[config.mk]
export PLATFORM = sky130hd
export DESIGN_NAME = trapezoid_edge_grow_top
export DESIGN_NICKNAME = d
export VERILOG_FILES = /design/src/rtl/teg_pkg.sv /design/src/rtl/teg_div.sv /design/src/rtl/trapezoid_edge_grow_top.sv
export SDC_FILE = /design/constraint.sdc
export NUM_CORES = 2
export LEC_CHECK = 0
export ABC_AREA = 1
export BUFFER_PORTS_ARGS = -buffer_cell sky130_fd_sc_hd__buf_2
export CAP_MARGIN = 20
export CORE_MARGIN = 10
export CORE_UTILIZATION = 55
export DETAILED_ROUTE_END_ITERATION = 6
export PLACE_DENSITY_LB_ADDON = 0.1
export SLEW_MARGIN = 10
export SYNTH_ARGS = -nofsm -noshare
export SYNTH_HDL_FRONTEND = slang
export SYNTH_SLANG_ARGS = --single-unit
[constraint.sdc]
create_clock -name clock -period 55.7 [get_ports clock]
set_input_delay 5.57 -clock clock [delete_from_list [all_inputs] [get_ports clock]]
set_output_delay 5.57 -clock clock [all_outputs]
set_load 0.05 [all_outputs]
[src/rtl/teg_pkg.sv]
// Package with the types, constants and saturation helpers of the trapezoid edge grower.
`default_nettype none
package teg_pkg;

   localparam int CoordWidth    = 32;
   localparam int GrowWidth     = 30;
   localparam int InfYWidth     = 31;
   localparam int SumWidth      = CoordWidth + 2;
   localparam int MagWidth      = CoordWidth + 1;
   localparam int DivSteps      = MagWidth;
   localparam int DivCountWidth = $clog2(DivSteps + 1);
   localparam int CsrIndexWidth = 2;
   localparam int CsrDataWidth  = 32;

   localparam logic [CsrIndexWidth-1:0] CsrGrowAmount = 2'd0;
   localparam logic [CsrIndexWidth-1:0] CsrInfY       = 2'd1;
   localparam logic [CsrIndexWidth-1:0] CsrInfXLeft   = 2'd2;
   localparam logic [CsrIndexWidth-1:0] CsrInfXRight  = 2'd3;

   typedef logic signed [CoordWidth-1:0] coord_type;
   typedef logic [MagWidth-1:0] mag_type;

   typedef struct packed {
      logic busy;
      logic done;
   } div_stat_type;

   localparam coord_type CoordMax = {1'b0, {(CoordWidth-1){1'b1}}};
   localparam coord_type CoordMin = {1'b1, {(CoordWidth-1){1'b0}}};

   // Clamp a widened signed value to the coordinate range.
   function automatic coord_type sat_coord(input logic signed [SumWidth-1:0] v);
      logic [SumWidth-CoordWidth:0] top;
      top = v[SumWidth-1:CoordWidth-1];
      if (&top || ~|top) begin
         return v[CoordWidth-1:0];
      end else if (v[SumWidth-1]) begin
         return CoordMin;
      end else begin
         return CoordMax;
      end
   endfunction

   // Push a coordinate outward by the grow amount, saturating.
   function automatic coord_type grow_coord(input coord_type a,
                                            input logic [GrowWidth-1:0] g,
                                            input logic sub);
      logic signed [SumWidth-1:0] av;
      logic signed [SumWidth-1:0] gv;
      logic signed [SumWidth-1:0] s;
      av = {{(SumWidth-CoordWidth){a[CoordWidth-1]}}, a};
      gv = {{(SumWidth-GrowWidth){1'b0}}, g};
      s  = sub ? (av - gv) : (av + gv);
      return sat_coord(s);
   endfunction

endpackage
`default_nettype wire

[src/rtl/teg_div.sv]
// Iterative restoring divider on magnitudes, one quotient bit per cycle.
`default_nettype none
module teg_div (
   input  wire logic          clock,
   input  wire logic          reset,
   input  wire logic          start,
   input  wire teg_pkg::mag_type dividend,
   input  wire teg_pkg::mag_type divisor,
   output teg_pkg::div_stat_type stat,
   output teg_pkg::mag_type   quotient
);
   import teg_pkg::*;

   mag_type                  rem_ff, rem_in;
   mag_type                  quo_ff, quo_in;
   mag_type                  dvs_ff;
   logic [DivCountWidth-1:0] cnt_ff, cnt_in;
   logic                     busy_ff, busy_in;
   logic                     done_ff, done_in;

   logic [MagWidth:0]   shifted;
   logic [MagWidth+1:0] trial;
   logic                fits;

   always_comb begin
      shifted = {rem_ff, quo_ff[MagWidth-1]};
      trial   = {1'b0, shifted} - {2'b00, dvs_ff};
      fits    = ~trial[MagWidth+1];
      rem_in  = fits ? trial[MagWidth-1:0] : shifted[MagWidth-1:0];
      quo_in  = {quo_ff[MagWidth-2:0], fits};
   end

   always_comb begin
      busy_in = busy_ff;
      done_in = 1'b0;
      cnt_in  = cnt_ff;
      if (start) begin
         busy_in = 1'b1;
         cnt_in  = DivCountWidth'(DivSteps);
      end else if (busy_ff) begin
         cnt_in = cnt_ff - 1'b1;
         if (cnt_ff == DivCountWidth'(1)) begin
            busy_in = 1'b0;
            done_in = 1'b1;
         end
      end
   end

   always_ff @(posedge clock) begin
      if (reset) begin
         busy_ff <= 1'b0;
         done_ff <= 1'b0;
         cnt_ff  <= '0;
      end else begin
         busy_ff <= busy_in;
         done_ff <= done_in;
         cnt_ff  <= cnt_in;
      end
   end

   always_ff @(posedge clock) begin
      if (start) begin
         rem_ff <= '0;
         quo_ff <= dividend;
         dvs_ff <= divisor;
      end else if (busy_ff) begin
         rem_ff <= rem_in;
         quo_ff <= quo_in;
      end
   end

   assign stat.busy = busy_ff;
   assign stat.done = done_ff;
   assign quotient  = quo_ff;

endmodule
`default_nettype wire

[src/rtl/trapezoid_edge_grow_top.sv]
// Top level of the trapezoid edge grower: sequencer, bounding box and output register.
//
//   channel | direction | handshake            | payload
//   req     | in        | req_valid/req_stall  | tile sides and corner y values
//   rsp     | out       | rsp_valid/rsp_stall  | one edge, slope, flags, bounding box
//   csr     | in        | csr_write_en         | csr_index, csr_wdata
//
// A tile is taken in StIdle and its sides are grown in StPrep. Each horizontal edge
// then passes StEdge, StBox and StOut; each slanted edge passes StEdge, StDiff and,
// unless its dx is zero, StDiv in the shared divider that makes one quotient bit per cycle.
// Reset is synchronous; it empties the bounding box and restores register defaults.
// A stalled edge holds in the output register; no new tile is taken until the
// tile's last edge has been taken.
`default_nettype none
module trapezoid_edge_grow_top (
   input  wire logic                               clock,
   input  wire logic                               reset,
   input  wire logic                               req_valid,
   output logic                                    req_stall,
   input  wire teg_pkg::coord_type                 req_left_x,
   input  wire teg_pkg::coord_type                 req_right_x,
   input  wire teg_pkg::coord_type                 req_top_left_y,
   input  wire teg_pkg::coord_type                 req_top_right_y,
   input  wire teg_pkg::coord_type                 req_bottom_left_y,
   input  wire teg_pkg::coord_type                 req_bottom_right_y,
   output logic                                    rsp_valid,
   input  wire logic                               rsp_stall,
   output teg_pkg::coord_type                      rsp_edge_x0,
   output teg_pkg::coord_type                      rsp_edge_y0,
   output teg_pkg::coord_type                      rsp_edge_x1,
   output teg_pkg::coord_type                      rsp_edge_y1,
   output teg_pkg::coord_type                      rsp_edge_slope,
   output logic                                    rsp_is_start,
   output logic                                    rsp_last_edge,
   output teg_pkg::coord_type                      rsp_box_min_x,
   output teg_pkg::coord_type                      rsp_box_max_x,
   output teg_pkg::coord_type                      rsp_box_min_y,
   output teg_pkg::coord_type                      rsp_box_max_y,
   input  wire logic                               csr_write_en,
   input  wire logic [teg_pkg::CsrIndexWidth-1:0]  csr_index,
   input  wire logic [teg_pkg::CsrDataWidth-1:0]   csr_wdata
);
   import teg_pkg::*;

   typedef enum logic [6:0] {
      StIdle = 7'b0000001,
      StPrep = 7'b0000010,
      StEdge = 7'b0000100,
      StDiff = 7'b0001000,
      StDiv  = 7'b0010000,
      StBox  = 7'b0100000,
      StOut  = 7'b1000000
   } state_type;

   typedef enum logic [1:0] {
      EdgeTopCap   = 2'd0,
      EdgeTopSlant = 2'd1,
      EdgeBotCap   = 2'd2,
      EdgeBotSlant = 2'd3
   } edge_sel_type;

   // Configuration registers.
   logic [GrowWidth-1:0] grow_ff;
   logic [InfYWidth-1:0] inf_y_ff;
   coord_type            inf_xl_ff;
   coord_type            inf_xr_ff;

   state_type    state_ff, state_in;
   edge_sel_type edge_ff, edge_in;

   coord_type bmin_x_ff, bmin_x_in, bmax_x_ff, bmax_x_in;
   coord_type bmin_y_ff, bmin_y_in, bmax_y_ff, bmax_y_in;

   // Tile as taken in.
   coord_type xl_ff, xr_ff, tl_ff, tr_ff, bl_ff, br_ff;

   // Grown sides and tile shape flags.
   coord_type xl_m_ff, xl_p_ff, xr_m_ff, xr_p_ff;
   coord_type tl_p_ff, tr_p_ff, bl_m_ff, br_m_ff;
   coord_type fx0_ff, fx1_ff, fty_ff, fby_ff;
   logic      top_flat_ff, top_lhi_ff, bot_flat_ff, bot_lhi_ff;
   coord_type xl_m_in, xl_p_in, xr_m_in, xr_p_in;
   coord_type tl_p_in, tr_p_in, bl_m_in, br_m_in;

   // Current edge.
   coord_type ex0_ff, ey0_ff, ex1_ff, ey1_ff;
   coord_type ex0_in, ey0_in, ex1_in, ey1_in;
   logic      last_ff, last_in;
   logic      neg_ff;
   coord_type slope_ff;

   // Output register.
   coord_type o_x0_ff, o_y0_ff, o_x1_ff, o_y1_ff, o_slope_ff;
   logic      o_start_ff, o_last_ff;

   coord_type inf_y_pos, inf_y_neg;
   logic signed [MagWidth-1:0] dx, dy;
   mag_type   dx_mag, dy_mag;
   logic      div_start;
   div_stat_type div_stat;
   mag_type   div_quo;
   logic signed [SumWidth-1:0] quo_signed;
   coord_type slope_div;
   logic      req_take, rsp_take;

   assign inf_y_pos = coord_type'({{(CoordWidth-InfYWidth){1'b0}}, inf_y_ff});
   assign inf_y_neg = coord_type'(CoordWidth'(0) - inf_y_pos);

   assign req_take = req_valid & (state_ff == StIdle);
   assign rsp_take = (state_ff == StOut) & ~rsp_stall;

   always_ff @(posedge clock) begin
      if (reset) begin
         grow_ff   <= '0;
         inf_y_ff  <= {InfYWidth{1'b1}};
         inf_xl_ff <= CoordMin;
         inf_xr_ff <= CoordMax;
      end else if (csr_write_en) begin
         case (csr_index)
            CsrGrowAmount: grow_ff   <= csr_wdata[GrowWidth-1:0];
            CsrInfY:       inf_y_ff  <= csr_wdata[InfYWidth-1:0];
            CsrInfXLeft:   inf_xl_ff <= coord_type'(csr_wdata[CoordWidth-1:0]);
            CsrInfXRight:  inf_xr_ff <= coord_type'(csr_wdata[CoordWidth-1:0]);
            default: begin
            end
         endcase
      end
   end

   // Grown sides, computed once per tile.
   always_comb begin
      xl_m_in = grow_coord(xl_ff, grow_ff, 1'b1);
      xl_p_in = grow_coord(xl_ff, grow_ff, 1'b0);
      xr_m_in = grow_coord(xr_ff, grow_ff, 1'b1);
      xr_p_in = grow_coord(xr_ff, grow_ff, 1'b0);
      tl_p_in = grow_coord(tl_ff, grow_ff, 1'b0);
      tr_p_in = grow_coord(tr_ff, grow_ff, 1'b0);
      bl_m_in = grow_coord(bl_ff, grow_ff, 1'b1);
      br_m_in = grow_coord(br_ff, grow_ff, 1'b1);
   end

   always_ff @(posedge clock) begin
      if (req_take) begin
         xl_ff <= req_left_x;
         xr_ff <= req_right_x;
         tl_ff <= req_top_left_y;
         tr_ff <= req_top_right_y;
         bl_ff <= req_bottom_left_y;
         br_ff <= req_bottom_right_y;
      end
      if (state_ff == StPrep) begin
         xl_m_ff     <= xl_m_in;
         xl_p_ff     <= xl_p_in;
         xr_m_ff     <= xr_m_in;
         xr_p_ff     <= xr_p_in;
         tl_p_ff     <= tl_p_in;
         tr_p_ff     <= tr_p_in;
         bl_m_ff     <= bl_m_in;
         br_m_ff     <= br_m_in;
         // Sentinels stay put on flat sides only.
         fx0_ff      <= (xl_ff == inf_xl_ff) ? xl_ff : xl_m_in;
         fx1_ff      <= (xr_ff == inf_xr_ff) ? xr_ff : xr_p_in;
         fty_ff      <= (tl_ff == inf_y_pos) ? tl_ff : tl_p_in;
         fby_ff      <= (bl_ff == inf_y_neg) ? bl_ff : bl_m_in;
         top_flat_ff <= (tl_ff == tr_ff);
         top_lhi_ff  <= (tl_ff > tr_ff);
         bot_flat_ff <= (bl_ff == br_ff);
         bot_lhi_ff  <= (bl_ff > br_ff);
      end
   end

   // Endpoints of the selected edge.
   always_comb begin
      ex0_in = xl_m_ff;
      ey0_in = tl_p_ff;
      ex1_in = xl_p_ff;
      ey1_in = tl_p_ff;
      last_in = 1'b0;
      case (edge_ff)
         EdgeTopCap: begin
            if (top_flat_ff) begin
               ex0_in = fx0_ff; ey0_in = fty_ff; ex1_in = fx1_ff; ey1_in = fty_ff;
            end else if (top_lhi_ff) begin
               ex0_in = xl_m_ff; ey0_in = tl_p_ff; ex1_in = xl_p_ff; ey1_in = tl_p_ff;
            end else begin
               ex0_in = xr_m_ff; ey0_in = tr_p_ff; ex1_in = xr_p_ff; ey1_in = tr_p_ff;
            end
         end
         EdgeTopSlant: begin
            if (top_lhi_ff) begin
               ex0_in = xl_p_ff; ey0_in = tl_p_ff; ex1_in = xr_p_ff; ey1_in = tr_p_ff;
            end else begin
               ex0_in = xl_m_ff; ey0_in = tl_p_ff; ex1_in = xr_m_ff; ey1_in = tr_p_ff;
            end
         end
         EdgeBotCap: begin
            last_in = bot_flat_ff;
            if (bot_flat_ff) begin
               ex0_in = fx0_ff; ey0_in = fby_ff; ex1_in = fx1_ff; ey1_in = fby_ff;
            end else if (bot_lhi_ff) begin
               ex0_in = xr_m_ff; ey0_in = br_m_ff; ex1_in = xr_p_ff; ey1_in = br_m_ff;
            end else begin
               ex0_in = xl_m_ff; ey0_in = bl_m_ff; ex1_in = xl_p_ff; ey1_in = bl_m_ff;
            end
         end
         EdgeBotSlant: begin
            last_in = 1'b1;
            if (bot_lhi_ff) begin
               ex0_in = xl_m_ff; ey0_in = bl_m_ff; ex1_in = xr_m_ff; ey1_in = br_m_ff;
            end else begin
               ex0_in = xl_p_ff; ey0_in = bl_m_ff; ex1_in = xr_p_ff; ey1_in = br_m_ff;
            end
         end
         default: begin
         end
      endcase
   end

   // Slope operands and the signed, saturated quotient.
   always_comb begin
      dx = {ex1_ff[CoordWidth-1], ex1_ff} - {ex0_ff[CoordWidth-1], ex0_ff};
      dy = {ey1_ff[CoordWidth-1], ey1_ff} - {ey0_ff[CoordWidth-1], ey0_ff};
      dx_mag = dx[MagWidth-1] ? mag_type'(-dx) : mag_type'(dx);
      dy_mag = dy[MagWidth-1] ? mag_type'(-dy) : mag_type'(dy);
      quo_signed = neg_ff ? (SumWidth'(0) - {1'b0, div_quo}) : {1'b0, div_quo};
      slope_div  = sat_coord(quo_signed);
   end

   assign div_start = (state_ff == StDiff) && (dx != '0);

   teg_div u_div (
      .clock    (clock),
      .reset    (reset),
      .start    (div_start),
      .dividend (dy_mag),
      .divisor  (dx_mag),
      .stat     (div_stat),
      .quotient (div_quo)
   );

   // Bounding box after the current edge; sentinel values leave it alone.
   always_comb begin
      bmin_x_in = bmin_x_ff;
      bmax_x_in = bmax_x_ff;
      bmin_y_in = bmin_y_ff;
      bmax_y_in = bmax_y_ff;
      if (ex0_ff < bmin_x_ff && ex0_ff != inf_xl_ff) bmin_x_in = ex0_ff;
      if (ex1_ff > bmax_x_ff && ex1_ff != inf_xr_ff) bmax_x_in = ex1_ff;
      if (ey0_ff < bmin_y_in && ey0_ff != inf_y_neg) bmin_y_in = ey0_ff;
      if (ey0_ff > bmax_y_in && ey0_ff != inf_y_pos) bmax_y_in = ey0_ff;
      if (ey1_ff < bmin_y_in && ey1_ff != inf_y_neg) bmin_y_in = ey1_ff;
      if (ey1_ff > bmax_y_in && ey1_ff != inf_y_pos) bmax_y_in = ey1_ff;
   end

   always_comb begin
      state_in = state_ff;
      edge_in  = edge_ff;
      case (state_ff)
         StIdle: begin
            if (req_take) begin
               state_in = StPrep;
               edge_in  = EdgeTopCap;
            end
         end
         StPrep: state_in = StEdge;
         StEdge: state_in = edge_ff[0] ? StDiff : StBox;
         StDiff: state_in = (dx != '0) ? StDiv : StBox;
         StDiv:  state_in = div_stat.done ? StBox : StDiv;
         StBox:  state_in = StOut;
         StOut: begin
            if (rsp_take) begin
               if (last_ff) begin
                  state_in = StIdle;
               end else begin
                  state_in = StEdge;
                  case (edge_ff)
                     EdgeTopCap:   edge_in = top_flat_ff ? EdgeBotCap : EdgeTopSlant;
                     EdgeTopSlant: edge_in = EdgeBotCap;
                     EdgeBotCap:   edge_in = EdgeBotSlant;
                     default:      edge_in = EdgeBotSlant;
                  endcase
               end
            end
         end
         default: state_in = StIdle;
      endcase
   end

   always_ff @(posedge clock) begin
      if (reset) begin
         state_ff  <= StIdle;
         edge_ff   <= EdgeTopCap;
         bmin_x_ff <= CoordMax;
         bmax_x_ff <= CoordMin;
         bmin_y_ff <= CoordMax;
         bmax_y_ff <= CoordMin;
      end else begin
         state_ff <= state_in;
         edge_ff  <= edge_in;
         if (state_ff == StBox) begin
            bmin_x_ff <= bmin_x_in;
            bmax_x_ff <= bmax_x_in;
            bmin_y_ff <= bmin_y_in;
            bmax_y_ff <= bmax_y_in;
         end
      end
   end

   always_ff @(posedge clock) begin
      if (state_ff == StEdge) begin
         ex0_ff   <= ex0_in;
         ey0_ff   <= ey0_in;
         ex1_ff   <= ex1_in;
         ey1_ff   <= ey1_in;
         last_ff  <= last_in;
         slope_ff <= '0;
      end
      if (state_ff == StDiff) begin
         neg_ff <= dx[MagWidth-1] ^ dy[MagWidth-1];
      end
      if (state_ff == StDiv && div_stat.done) begin
         slope_ff <= slope_div;
      end
      if (state_ff == StBox) begin
         o_x0_ff    <= ex0_ff;
         o_y0_ff    <= ey0_ff;
         o_x1_ff    <= ex1_ff;
         o_y1_ff    <= ey1_ff;
         o_slope_ff <= slope_ff;
         o_start_ff <= edge_ff[1];
         o_last_ff  <= last_ff;
      end
   end

   assign req_stall      = (state_ff != StIdle);
   assign rsp_valid      = (state_ff == StOut);
   assign rsp_edge_x0    = o_x0_ff;
   assign rsp_edge_y0    = o_y0_ff;
   assign rsp_edge_x1    = o_x1_ff;
   assign rsp_edge_y1    = o_y1_ff;
   assign rsp_edge_slope = o_slope_ff;
   assign rsp_is_start   = o_start_ff;
   assign rsp_last_edge  = o_last_ff;
   assign rsp_box_min_x  = bmin_x_ff;
   assign rsp_box_max_x  = bmax_x_ff;
   assign rsp_box_min_y  = bmin_y_ff;
   assign rsp_box_max_y  = bmax_y_ff;

endmodule
`default_nettype wire

[Word level (Yosys, flattened, before mapping)]
Cells that the tools add are included.
Cells by class
  $add $sub $neg: 16
  magnitude comparators: 8
  equality and inequality tests: 30
  multiplexer cells: 74
  bitwise operators: 6
  reductions and logical operators: 60
Operators by type and width (count)
  32-bit 2-to-1 mux: 45
  32-bit case mux with 4 select lines: 4
  32-bit == test: 6
  32-bit != test: 6
  32-bit greater-than comparator: 5
  32-bit by 31-bit adder with 33-bit output: 4
  33-bit 2-to-1 mux: 4
  32-bit by 31-bit subtractor with 33-bit output: 4
  32-bit less-than comparator: 3
  33-bit negation: 2
  32-bit by 32-bit subtractor with 33-bit output: 2
  7-bit case mux with 7 select lines: 1
  34-bit by 33-bit subtractor with 35-bit output: 1
  34-bit 2-to-1 mux: 1
  1-bit by 33-bit subtractor with 34-bit output, first input constant: 1
  33-bit nonzero test: 1
  1-bit by 31-bit subtractor with 32-bit output, first input constant: 1
  6-bit 2-to-1 mux: 5
  3-bit OR reduction: 10
  3-bit AND reduction: 9
  7-bit 2-to-1 mux: 2
  2-bit AND reduction: 7
  1-bit zero test: 9
  1-bit logical OR: 9
  27 further kinds: 52
Storage, ports and cells
  register bits: 1273
  bits of input ports: 231
  output and inout bits: 292
  word-level logic and storage cells: 248

[Depth between registers and ports, before layout]
  word-level depth: 7
  gate-level depth with buffers: 37
  mapped depth without buffers: 34

[Modules after synthesis]
Synthesis repeated with hierarchy kept, for this count alone.
Unflattened totals
  cell total of the unflattened synthesis: 10104
  area, all modules: 83284.9 um^2
By module, submodules not included
  trapezoid_edge_grow_top: instances 1, cells each 9068, area an instance 76131.8 um^2, seq. area each 32391.1 um^2
  teg_div: instances 1, cells each 1036, area an instance 7153.1 um^2, seq. area each 2802.7 um^2

[Worst setup path before layout]
Ideal clock, no wire load.
  kind: reg-to-reg
  start point: register state_ff[4]
  end point: register state_ff[2]
  setup time: 0.145 ns
  arrival time: 28.767 ns
  data required time: 55.555 ns
  setup slack: 26.788 ns
  stages on the path, launching flop included: 8
  path buffers: 0
  clock period less this slack: 28.912 ns
  cells stage by stage: dfxtp_1 > nor2_1 > nand2_1 > inv_1 > nand2_1 > nor3_1 > o211ai_1 > nor2_1
On the way
  cells in the longest elaborated chain, start to end: 4
  elaborated cells between the ends (all ways): 13
  those cells by class: eq/ne: 9; mux: 1; bitwise: 2; reduce/logical: 1
RTL lines
  start, declared: line trapezoid_edge_grow_top.sv:68  | state_type state_ff, state_in;
  start signal, assigned: line trapezoid_edge_grow_top.sv:291  | state_ff <= StIdle;
  start signal, assigned: line trapezoid_edge_grow_top.sv:298  | state_ff <= state_in;
  7-bit by 1-bit == test with 1-bit output / 7-bit == test (equally long branches): line trapezoid_edge_grow_top.sv:109, trapezoid_edge_grow_top.sv:258, trapezoid_edge_grow_top.sv:110
  1-bit bitwise AND, on equally long branches: line trapezoid_edge_grow_top.sv:109, trapezoid_edge_grow_top.sv:110
  2-bit != test (no line) / 2-bit by 1-bit != test with 1-bit output (equally long branches)
  2-bit AND reduction (no line)
Several ways; a longest one is shown, not always the timed one.
A chain may end at the register's enable or synchronous reset.

[Final worst setup path]
  start point: register state_ff[4]
  end point: output req_stall
On the way
  cells in the longest elaborated chain, start to end: 1
RTL lines
  7-bit by 1-bit != test with 1-bit output: line trapezoid_edge_grow_top.sv:335  | assign req_stall = (state_ff != StIdle);
  end, declared: line trapezoid_edge_grow_top.sv:19  | output logic req_stall,
No other way between the ends.

==> metrics.txt <==
status complete, but fails checks; violated checks design-rule violations; Reg-to-Reg End rsp_box_min_y[16]; hold path endpoint rsp_edge_slope[9]; full die area 0.164 sq mm; CTS tree built; via count 76850; postcts setup bufs 0; Worst Setup Path Type reg -> out; pin count of the biggest net entering global routing 100; Final period util 14.1%; #FFs+latches synth 1273; DRT iter0 DRCs 11244; worst skew pair latency 810 ps; R2R Setup Slk 48700 ps; CTS sink count 1273; final net count 11020; Synth Flop Type edfxtp_1; Via-to-Cell Ratio 6.27; Final Skew 32.4 ps; Filler Cell Count 12864; Post-synth EDFFs 970; reg2reg path depth 27; HP Start slope_ff[9]; Mapped Area 0.0814 sq mm; max-slew violation count 0; fin crit period 7870 ps; row count 141; vias in the first global route 70814; CTS root buf clkbuf_16; DRT Pass-1 Iters 7; die height 405 microns; CP Launch Type register; Syn Nets 10611; Total GRT Usage 38.6%; Area growth syn-to-layout 12.0%; CP Cell Sequence nor2_1 -> nand2_1 -> nor4_1 -> inv_1 -> buf_2; Worst Max-Slew Pin Slew 1200 ps; routed wire length 332000 microns; Fmax 127 MHz; Place WS 47700 ps; Worst VDD drop 27.7 uV; YS warnings 0; area of the multi-input gates 0.0409 sq mm; drt wl/cell 27.1 microns; DRT antenna net count 0; slew margin rel. 18.2%; Post-DP HPWL 250000 microns; PwrDens 26.9 mW/mm^2; Hold WC Path Type reg -> reg; ratio of cells with drive above 1 in the final layout 10.2%; I/O Pins 523; total gr overflow 0; CTS H-tree lvls 4; MaxCap Viol Count 0; average size of a mapped cell 8.33 sq um; Largest stage delay, worst path 340 ps; final setup violation count 0; WHS Path Cells 0; Hold-fix buffers, CTS 0; drc violations 11; Critical R2R Launch inf_y_ff[0]; Reg clk slew, reported paths 60 ps; RSZ-0062 raised after global routing no; register area 0.0352 sq mm; setup TNS 0 ps; Resize count post-CTS 0; Die X-Extent 405 microns; Longest Clk Path Bufs 3; Num CTS Buffers 146; critical path peak fanout 5; RD Place Congestion 1.03; Data required, critical path 50130 ps; Port-buffer cells 522; Starting Density 55.2%; Worst Path Arrival 2300 ps; CP max-delay cell dfxtp_1; Pleak 0.0393 uW; Final Hold Viols 0; initial antenna violation count 53; Mapped Cells 9772; first-pass GRT wire length 471000 microns; post-synthesis sequential area ratio 43.2%; Setup WS post-layout 47830 ps; share of flip-flops with an asynchronous set or reset 0%; Core Area 0.147 sq mm; crit end category output port; Unique masters post-synth 71
[cells in the mapped netlist (125+ instances only)]
library cell | number | area [sq um]
a21oi_1 | 804 | 4020
a31oi_1 | 125 | 782
clkbuf_1 | 340 | 1280
dfxtp_1 | 303 | 6070
edfxtp_1 | 970 | 29100
ha_1 | 597 | 7470
inv_1 | 1009 | 3790
nand2_1 | 2149 | 8070
nand3_1 | 303 | 1520
nand4_1 | 183 | 1140
nor2_1 | 633 | 2380
o211ai_1 | 133 | 998
o21ai_0 | 879 | 4400
xnor2_1 | 190 | 1660
xor2_1 | 377 | 3300
[worst max path at each step]
stage / start / to / slack, ps / depth (start not counted)
2_1_floorplan: state_ff[4] / state_ff[2] / 26790 / 7
4_1_cts: state_ff[4] / req_stall / 47890 / 5
3_5_place_dp: req_valid / tl_ff[21] / 47700 / 6
5_1_grt: state_ff[0] / rsp_valid / 47770 / 6
6_report: state_ff[4] / req_stall / 47830 / 5
3_3_place_gp: req_valid / tr_ff[6] / 47760 / 6
[cell families after synthesis]
kind of cell / after synthesis / share of synthesized area, %
AO/OA/AOI/OAI: 2375 / 16.5
XOR/XNOR: 570 / 6.16
adder cells (fa/ha/maj): 608 / 9.44
buffers and inverters: 1434 / 6.74
flip-flops: 1273 / 43.2
AND/OR/NAND/NOR: 3512 / 18.0
[metal layers]
layer | vias to the layer above | global-route usage (%) | wire [microns]
met5 | - | 0 | 276
met2 | 5124 | 56.9 | 139000
met3 | 976 | 12.3 | 46800
met4 | 44 | 18.9 | 18800
li1 | 34569 | - | -
met1 | 36137 | 51.3 | 127000
[final cells by class]
cell class | count | share of cell area (%)
diodes | 25 | 0.0686
clock buffers | 175 | 4.27
clock inverters | 96 | 1.15
inverters | 1034 | 4.27
multi-input cells | 7065 | 44.9
flip-flops and latches | 1273 | 38.6
well taps | 1930 | 2.65
repair buffers | 661 | 4.11
[placed cells by master, fill, tap and decap left out, types with 17 or more instances in the layout]
cell / n
o211ai_1: 133
xnor2_1: 189
nand4_1: 183
a21oi_2: 28
o21a_1: 24
inv_2: 17
nand3_1: 297
diode_2: 25
a21o_1: 17
nand3b_1: 19
a21boi_0: 17
buf_2: 522
ha_1: 597
a21oi_1: 803
clkinv_1: 35
edfxtp_1: 970
clkbuf_1: 18
nand2_1: 2144
nor2_1: 626
a22oi_1: 25
o21bai_1: 24
o2111ai_1: 53
buf_4: 132
or2_2: 35
clkbuf_16: 148
clkinv_2: 25
dfxtp_1: 302
o221ai_1: 23
o21ai_1: 83
nor2_2: 17
o21ai_0: 878
xor2_1: 377
nor4_1: 59
inv_1: 1002
nor3_1: 71
a31oi_1: 125
o22ai_1: 54
[through the flow]
step                utilization (%)  instance area [sq um]  hold slack, ps  instances  power (uW)
floorplan                         -                  81400             400       9772        1340
global placement               58.3                  86000             401      11955        1450
detailed placement             58.3                  86000             405      11955        1460
CTS                            61.7                  91000             413      12226        2440
global route                   61.8                  91100             418      12235        2530
finish                         61.8                  91200             411      12259        2460
[power breakdown]
| group | leakage, uW | internal [uW] | total [uW] | switching [uW] |
|---|---|---|---|---|
| Combinational | 0.0256 | 110 | 343 | 233 |
| Clock | 0.00240 | 575 | 1000 | 427 |
| Sequential | 0.0113 | 1070 | 1110 | 45.7 |
| Total | 0.0393 | 1750 | 2460 | 705 |
[critical path, delay by kind of cell, from the launching register on]
kind,cells,cell delay (ps)
and+or+nand+nor,3,600
buffers and inverters,2,580
DFF,1,340
Power figures use the tool's default switching activity.
